--- config.mk ---
export PLATFORM = sky130hd
export DESIGN_NAME = lpcp_divider
export DESIGN_NICKNAME = d
export VERILOG_FILES = /design/src/sv/lpcp_pkg.sv /design/src/sv/lpcp_divider.sv
export SDC_FILE = /design/constraint.sdc
export NUM_CORES = 2
export LEC_CHECK = 0
export BUFFER_PORTS_ARGS = -buffer_cell sky130_fd_sc_hd__buf_2
export CAP_MARGIN = 20
export CORE_ASPECT_RATIO = 1.1
export CORE_MARGIN = 4
export CORE_UTILIZATION = 45
export DETAILED_ROUTE_END_ITERATION = 6
export PLACE_DENSITY = 0.6
export SLEW_MARGIN = 25
export SYNTH_ARGS = -nofsm -noshare
export SYNTH_HDL_FRONTEND = slang
export SYNTH_SLANG_ARGS = --single-unit
export TNS_END_PERCENT = 5
--- constraint.sdc ---
create_clock -name clk -period 3.3 [get_ports clk]
set_input_delay 0.33 -clock clk [delete_from_list [all_inputs] [get_ports clk]]
set_output_delay 0.33 -clock clk [all_outputs]
set_load 0.02 [all_outputs]
--- src/sv/lpcp_pkg.sv ---
// Shared types and constants for the lidar point to camera projection block.
// Depends on nothing; every other file imports it.
`default_nettype none
package lpcp_pkg;

  // Configuration register indexes.
  localparam logic [2:0] REG_ROT0  = 3'd0;
  localparam logic [2:0] REG_ROT1  = 3'd1;
  localparam logic [2:0] REG_ROT2  = 3'd2;
  localparam logic [2:0] REG_TRANS = 3'd3;
  localparam logic [2:0] REG_FOCAL = 3'd4;
  localparam logic [2:0] REG_PRINC = 3'd5;
  localparam logic [2:0] REG_IMAGE = 3'd6;
  localparam logic [2:0] REG_MIND  = 3'd7;

  localparam int CoefW  = 18;   // signed Q1.16 coefficient
  localparam int PointW = 24;   // signed Q13.10 coordinate
  localparam int CamW   = 28;   // camera frame coordinate, Q.10
  localparam int ProdW  = 61;   // Q21.10 times camera coordinate
  localparam int NumW   = 62;   // projection numerator
  localparam int DenW   = 37;   // depth times 1024
  localparam int RemW   = 49;   // remainder once the numerator is below 4096 * den
  localparam int QuoW   = 12;   // pixel index bits

  localparam logic [23:0] ImageReset = 24'd2950400;
  localparam logic [15:0] MinDepthReset = 16'd205;
  localparam logic [7:0]  ColourMax = 8'd250;
  localparam logic signed [CamW-1:0] DepthFull = 28'sd8192;

  // Side information that travels alongside the two dividers.
  typedef struct packed {
    logic       ok;
    logic [7:0] depth;
  } side_t;

  function automatic logic signed [CoefW-1:0] coef(input logic [53:0] packed_row,
                                                   input int k);
    coef = $signed(packed_row[k*CoefW +: CoefW]);
  endfunction

endpackage
`default_nettype wire

--- src/sv/lpcp_divider.sv ---
// Pipelined restoring divider: one quotient bit per register stage.
// Depends on lpcp_pkg for the operand widths.
`default_nettype none
module lpcp_divider
  import lpcp_pkg::*;
(
  input  wire logic             clk,
  input  wire logic             en,
  input  wire logic [RemW-1:0]  num,
  input  wire logic [DenW-1:0]  den,
  output logic      [QuoW-1:0]  quo
);

  logic [RemW-1:0] rem  [QuoW+1];
  logic [DenW-1:0] dsr  [QuoW+1];
  logic [QuoW-1:0] qacc [QuoW+1];

  assign rem[0]  = num;
  assign dsr[0]  = den;
  assign qacc[0] = '0;

  for (genvar j = 0; j < QuoW; j++) begin : g_step
    localparam int Sh = QuoW - 1 - j;
    logic [RemW-1:0] trial;
    logic            ge;
    assign trial = {{(RemW-DenW){1'b0}}, dsr[j]} << Sh;
    assign ge    = rem[j] >= trial;
    always_ff @(posedge clk) begin
      if (en) begin
        rem[j+1]  <= ge ? rem[j] - trial : rem[j];
        dsr[j+1]  <= dsr[j];
        qacc[j+1] <= {qacc[j][QuoW-2:0], ge};
      end
    end
  end

  assign quo = qacc[QuoW];

endmodule
`default_nettype wire

After elaboration in Yosys (flattened, before gate mapping)

Index checks and enable logic that the tools add are counted.

Add/subtract/negate cells: 11
Multipliers: 0
Div/mod/pow operators: 0
$lt $le $gt $ge: 12
Equal/unequal tests: 0
Shifts and indexed selects: 0
Muxes and demuxes: 11
Bitwise logic cells: 0
Reduce and logical (&&, ||, !) cells: 0

Operators by type and width:

| operator                       | count |
|---|---|
| two-way mux 49 bit             | 11 |
| >= comparator 49 x 37 -> 1 bit | 1 |
| >= comparator 49 x 38 -> 1 bit | 1 |
| >= comparator 49 x 39 -> 1 bit | 1 |
| >= comparator 49 x 40 -> 1 bit | 1 |
| >= comparator 49 x 41 -> 1 bit | 1 |
| >= comparator 49 x 42 -> 1 bit | 1 |
| >= comparator 49 x 43 -> 1 bit | 1 |
| >= comparator 49 x 44 -> 1 bit | 1 |
| >= comparator 49 x 45 -> 1 bit | 1 |
| >= comparator 49 x 46 -> 1 bit | 1 |
| >= comparator 49 x 47 -> 1 bit | 1 |
| >= comparator 49 x 48 -> 1 bit | 1 |
| subtractor 49 x 38 -> 49 bit   | 1 |
| subtractor 49 x 39 -> 49 bit   | 1 |
| subtractor 49 x 40 -> 49 bit   | 1 |
| subtractor 49 x 41 -> 49 bit   | 1 |
| subtractor 49 x 42 -> 49 bit   | 1 |
| subtractor 49 x 43 -> 49 bit   | 1 |
| subtractor 49 x 44 -> 49 bit   | 1 |
| subtractor 49 x 45 -> 49 bit   | 1 |
| subtractor 49 x 46 -> 49 bit   | 1 |
| subtractor 49 x 47 -> 49 bit   | 1 |
| subtractor 49 x 48 -> 49 bit   | 1 |

Register bits: 1024
Bits in latches: 0
RAM bits: 0
ROM bits: 0
Bits of input ports: 88
Output and inout port bits: 12
Logic and storage cells: 68
Memories kept: 0

Longest topological paths before layout

Word-level depth: 2
Mapped depth: 17
Gate-level depth less buffers: 15

Worst setup path after synthesis

No wires, ideal clock.

Path type: register to register
From: reg rem[299] (netlist bit)
To: reg rem[260] (netlist bit) (data pin)
Library setup time: 0.260 ns
Arrival: 3.269 ns
Data required time: 3.040 ns
Slack: -0.229 ns
Stages on the path, launching flop included: 16
Path buffers: 1
Period minus slack after synthesis: 3.529 ns
Path through: edfxtp_1 -> inv_1 -> ha_1 -> inv_1 -> fa_1 -> a211oi_1 -> o211a_1 -> o311ai_1 -> a21oi_1 -> o41ai_2 -> a21oi_1 -> o21ai_0 -> and2_2 -> nor3_4 -> buf_2 -> mux2_2

Longest elaborated chain between the ends: 2
Elaborated cells on any way between the ends: 3
Classes of those cells: add/sub: 1; order compare: 1; mux: 1

Ends and longest elaborated chain:

| what                                                                           | line                                   | RTL |
|---|---|---|
| from (decl)                                                                    | lpcp_divider.sv:14                     | `logic [RemW-1:0] rem [QuoW+1];` |
| from (signal, indexed assignment)                                              | lpcp_divider.sv:30                     | `rem[j+1] <= ge ? rem[j] - trial : rem[j];` |
| subtractor 49 x 42 -> 49 bit or >= comparator 49 x 42 -> 1 bit (tied branches) | lpcp_divider.sv:30, lpcp_divider.sv:27 |  |
| two-way mux 49 bit (*)                                                         | lpcp_divider.sv:30                     |  |

Every way passes the cells marked *; elsewhere a longest branch is shown, timed or not.
A chain may end at the register's enable or synchronous reset.

Final worst setup path

From: reg dsr[222] (netlist bit)
To: reg rem[287] (netlist bit) (data pin)

Longest elaborated chain between the ends: 2
Elaborated cells on any way between the ends: 3
Classes of those cells: add/sub: 1; order compare: 1; mux: 1

Ends and longest elaborated chain:

| what                                                                           | line                                   | RTL |
|---|---|---|
| from (decl)                                                                    | lpcp_divider.sv:15                     | `logic [DenW-1:0] dsr [QuoW+1];` |
| from (signal, indexed assignment)                                              | lpcp_divider.sv:31                     | `dsr[j+1] <= dsr[j];` |
| subtractor 49 x 42 -> 49 bit or >= comparator 49 x 42 -> 1 bit (tied branches) | lpcp_divider.sv:30, lpcp_divider.sv:27 |  |
| two-way mux 49 bit (*)                                                         | lpcp_divider.sv:30                     |  |

Marks and branches as above.

==> impl_metrics.csv <==
group,metric,value,unit
floorplanning,io_pins,100,
sta,fin_worst_skew,0.0305,ns
floorplanning,die_height,393,um
global_routing,antenna_found_initial,0,
route,first_pass_iters,5,
global_routing,grt_max_degree,95,
power,leakagePower,34.3,nW
worst_hold_path,hold_path.class,"primary input to register",
outcome,failed_checks,"negative setup slack",
clock_tree,clk_latency,0.74,ns
sta,tightest_slew,0.679,ns
route,drc,0,
floorplanning,die_area,0.140,sq mm
sta,hold_viol,0,
synth,avgSynthCellArea,10.8,sq um
synth,synth_enable_flop_cells,1024,
synth,synthFlopType,"edfxtp_1",
global_routing,gr-total-overflow,0,
setup_path,cp.arrival,4.06,ns
setup_path,start_kind,"register",
synth,netlist_area,0.0605,sq mm
route,drtAntennaViolNets,0,
sta,drv_slew,0,
clock_tree,cts_made_buffers,113,
final_layout,drive_gt1_frac,0.286,
setup_path,critPathMaxStageDelay,0.40,ns
global_routing,grt_usage,0.213,
floorplanning,core,0.133,sq mm
route,routedWlPerCell,16.8,um
final_layout,syn2layout_area_growth,31.6,%
floorplanning,die_x,358,um
setup_path,end_kind,"register",
global_routing,grt_first_pass_wirelength,239000,um
route,drt-total-wl,150000,um
power,peakVddDrop,557,uV
route,drt_iter0_drc,2359,
clock_tree,cts_tree,"done",
power,total_power,67.3,mW
global_routing,grt_pass1_vias,47700,
clock_tree,cts_root_buffer,"clkbuf_16",
synth,netlist-cell-type-count,103,
sta,relSlewSlack,0.543,
job,maxCapViolations,0,
setup_path,path_cells,"ha_2 -> inv_2 -> fa_2 -> a211oi_2 -> o211a_1 -> buf_6 -> o311ai_4 -> a21oi_4 -> o41ai_4 -> buf_6 -> a21oi_4 -> o21ai_2 -> and2_4 -> nor3_4 -> buf_6 -> buf_12 -> buf_4 -> nor3_2 -> xor2_1",
placed_design,port_buffers,99,
clock_tree,cts_num_sinks,1024,
clock_tree,clk_path_buf_depth,3,
outcome,status,"complete, but fails checks",
sta,timing.final.ws_setup,-0.287,ns
synth,synthArstFlopShare,0,
setup_path,crit_required,3.77,ns
synth,syn_nets,6169,
floorplanning,start_util,0.455,
sta,grt_setup_unrepaired,"true",
placed_design,gp_congestion,0.944,
setup_path,cp_max_fo,5,
power,p_per_area,845,mW/mm^2
floorplanning,num_rows,140,
sta,setup_viol,252,
route,vias_per_cell,5.13,
setup_path,crit_top_cell,"buf_6",
final_layout,layout.nets,7632,
route,vias,45900,
sta,max_freq,279,MHz
setup_path,crit_slowest_cell,"edfxtp_1",
synth,ys.warnings.count,0,
clock_tree,cts_max_level,3,
synth,ys_seq_area_frac,0.508,
synth,ys_seq_elements,1024,
final_layout,final_core_utilization,0.599,
clock_tree,path_clk_slew,0.06,ns
final_layout,fillerInstances,11100,
setup_path,worstSetupPathType,"register to register",
sta,finalCritPeriodShare,1.09,
sta,timing.final.crit_period,3.59,ns
synth,synthCells,5626,
placed_design,dp_hpwl,119000,um
==> metal layers <==
metal	wire [um]	global-route usage	up-vias
met5	0	0	-
met4	9270	0.122	0
met3	3680	0.0223	372
met2	82400	0.422	726
met1	55000	0.213	21400
li1	-	-	23400
==> final timing paths <==
check | startpoint | end | slack (ns) | cells after the start
worst min register to register | qacc[72] | qacc[61] | 0.41 | 0
worst max-delay path | dsr[222] | rem[287] | -0.29 | 19
worst min-delay path | en | rem[102] | 0.08 | 1
worst max register to register | dsr[222] | rem[287] | -0.29 | 19
==> registers in the layout (all words and copies together) (netlist names) <==
signal  cells
rem       539
dsr       407
qacc       66
quo        12
==> what timing repair did <==
action                     in CTS  in global routing
resized for setup             286                246
hold endpoints to repair       83                  0
setup endpoints to repair     441                466
cloned                          4                  3
hold buffers                   83                  0
setup buffers                  36                 23
pin swaps                     100                 67
==> cell type report <==
| class | instances | area (sq um) | area share |
|---|---|---|---|
| diodes | 1 | 2.50 | 0.0000314 |
| clock buffers | 128 | 2880 | 0.0362 |
| clock inverters | 78 | 813 | 0.0102 |
| inverters | 555 | 2080 | 0.0262 |
| multi-input cells | 3879 | 28700 | 0.360 |
| flip-flops and latches | 1024 | 30700 | 0.386 |
| well taps | 1775 | 2220 | 0.0279 |
| repair buffers | 1516 | 12200 | 0.153 |
==> logic make-up after synthesis <==
family,synth area share
multiplexers,0.0185
adder cells (fa/ha/maj),0.0955
AND/OR/NAND/NOR,0.108
AO/OA/AOI/OAI,0.162
flip-flops,0.508
XOR/XNOR,0.0604
buffers and inverters,0.0473
==> power breakdown <==
group	leakage, nW	internal (mW)	switching [mW]
Clock	1.80	7.36	5.21
Sequential	9.94	19.0	1.94
Combinational	22.5	17.1	16.6
==> metrics by stage <==
stage,setup TNS (ns),area (sq um),hold WS [ns],std cells,setup slack (ns)
floorplan,-0.574,60500,0.400,5626,-0.0598
finish,-23.53,79600,0.0782,8956,-0.287
detailed placement,-150.26,72400,0.405,8606,-0.562
CTS,-29.94,78500,0.00705,8931,-0.369
global route,-76.89,79600,0.0488,8955,-0.479
global placement,-126.01,72400,0.401,8606,-0.532
==> cells in the final DEF, fill, tap and decap left out, types with 26 or more instances in the layout <==
| cell type | netlist | routed |
|---|---|---|
| a21o_1 | 261 | 261 |
| a21oi_1 | 509 | 465 |
| a21oi_2 | 4 | 36 |
| a31oi_1 | 46 | 38 |
| and3_1 | 39 | 38 |
| buf_12 | 0 | 34 |
| buf_2 | 57 | 98 |
| buf_4 | 16 | 1227 |
| buf_6 | 2 | 57 |
| clkbuf_16 | 0 | 116 |
| clkinv_1 | 0 | 29 |
| dlygate4sd3_1 | 0 | 83 |
| edfxtp_1 | 1024 | 1024 |
| ha_1 | 444 | 418 |
| inv_1 | 553 | 539 |
| mux2_2 | 93 | 76 |
| nand2_1 | 429 | 422 |
| nand2b_1 | 59 | 55 |
| nand3_1 | 106 | 100 |
| nand4_1 | 74 | 74 |
| nor2_1 | 347 | 295 |
| nor2_2 | 1 | 46 |
| nor2b_1 | 65 | 61 |
| nor3_1 | 61 | 52 |
| nor4_1 | 40 | 33 |
| o211ai_1 | 26 | 26 |
| o21a_1 | 46 | 46 |
| o21ai_0 | 362 | 263 |
| o21ai_1 | 14 | 87 |
| o21ai_2 | 5 | 28 |
| o21bai_1 | 55 | 54 |
| xnor2_1 | 233 | 231 |
| xor2_1 | 184 | 184 |
==> critical path, delay by kind of cell (launching register included) <==
kind / cells / cell delay [ns]
adders and majority gates: 2 / 0.43
xor gates and xnor gates: 1 / 0.09
and+or+nand+nor: 3 / 0.37
DFF: 1 / 0.40
buffers and inverters: 6 / 0.79
AOI/OAI and AO/OA: 7 / 1.23
==> synthesized netlist by cell type (all sizes together), types with 96 or more instances <==
cell | n | area, sq um
a21o | 261 | 1960
a21oi | 513 | 2580
edfxtp | 1024 | 30700
ha | 444 | 5560
inv | 555 | 2080
mux2 | 96 | 1080
nand2 | 431 | 1620
nand3 | 106 | 531
nor2 | 348 | 1310
o21ai | 381 | 1930
xnor2 | 233 | 2040
xor2 | 184 | 1610
Note: power is estimated with default switching activity, not from simulation.
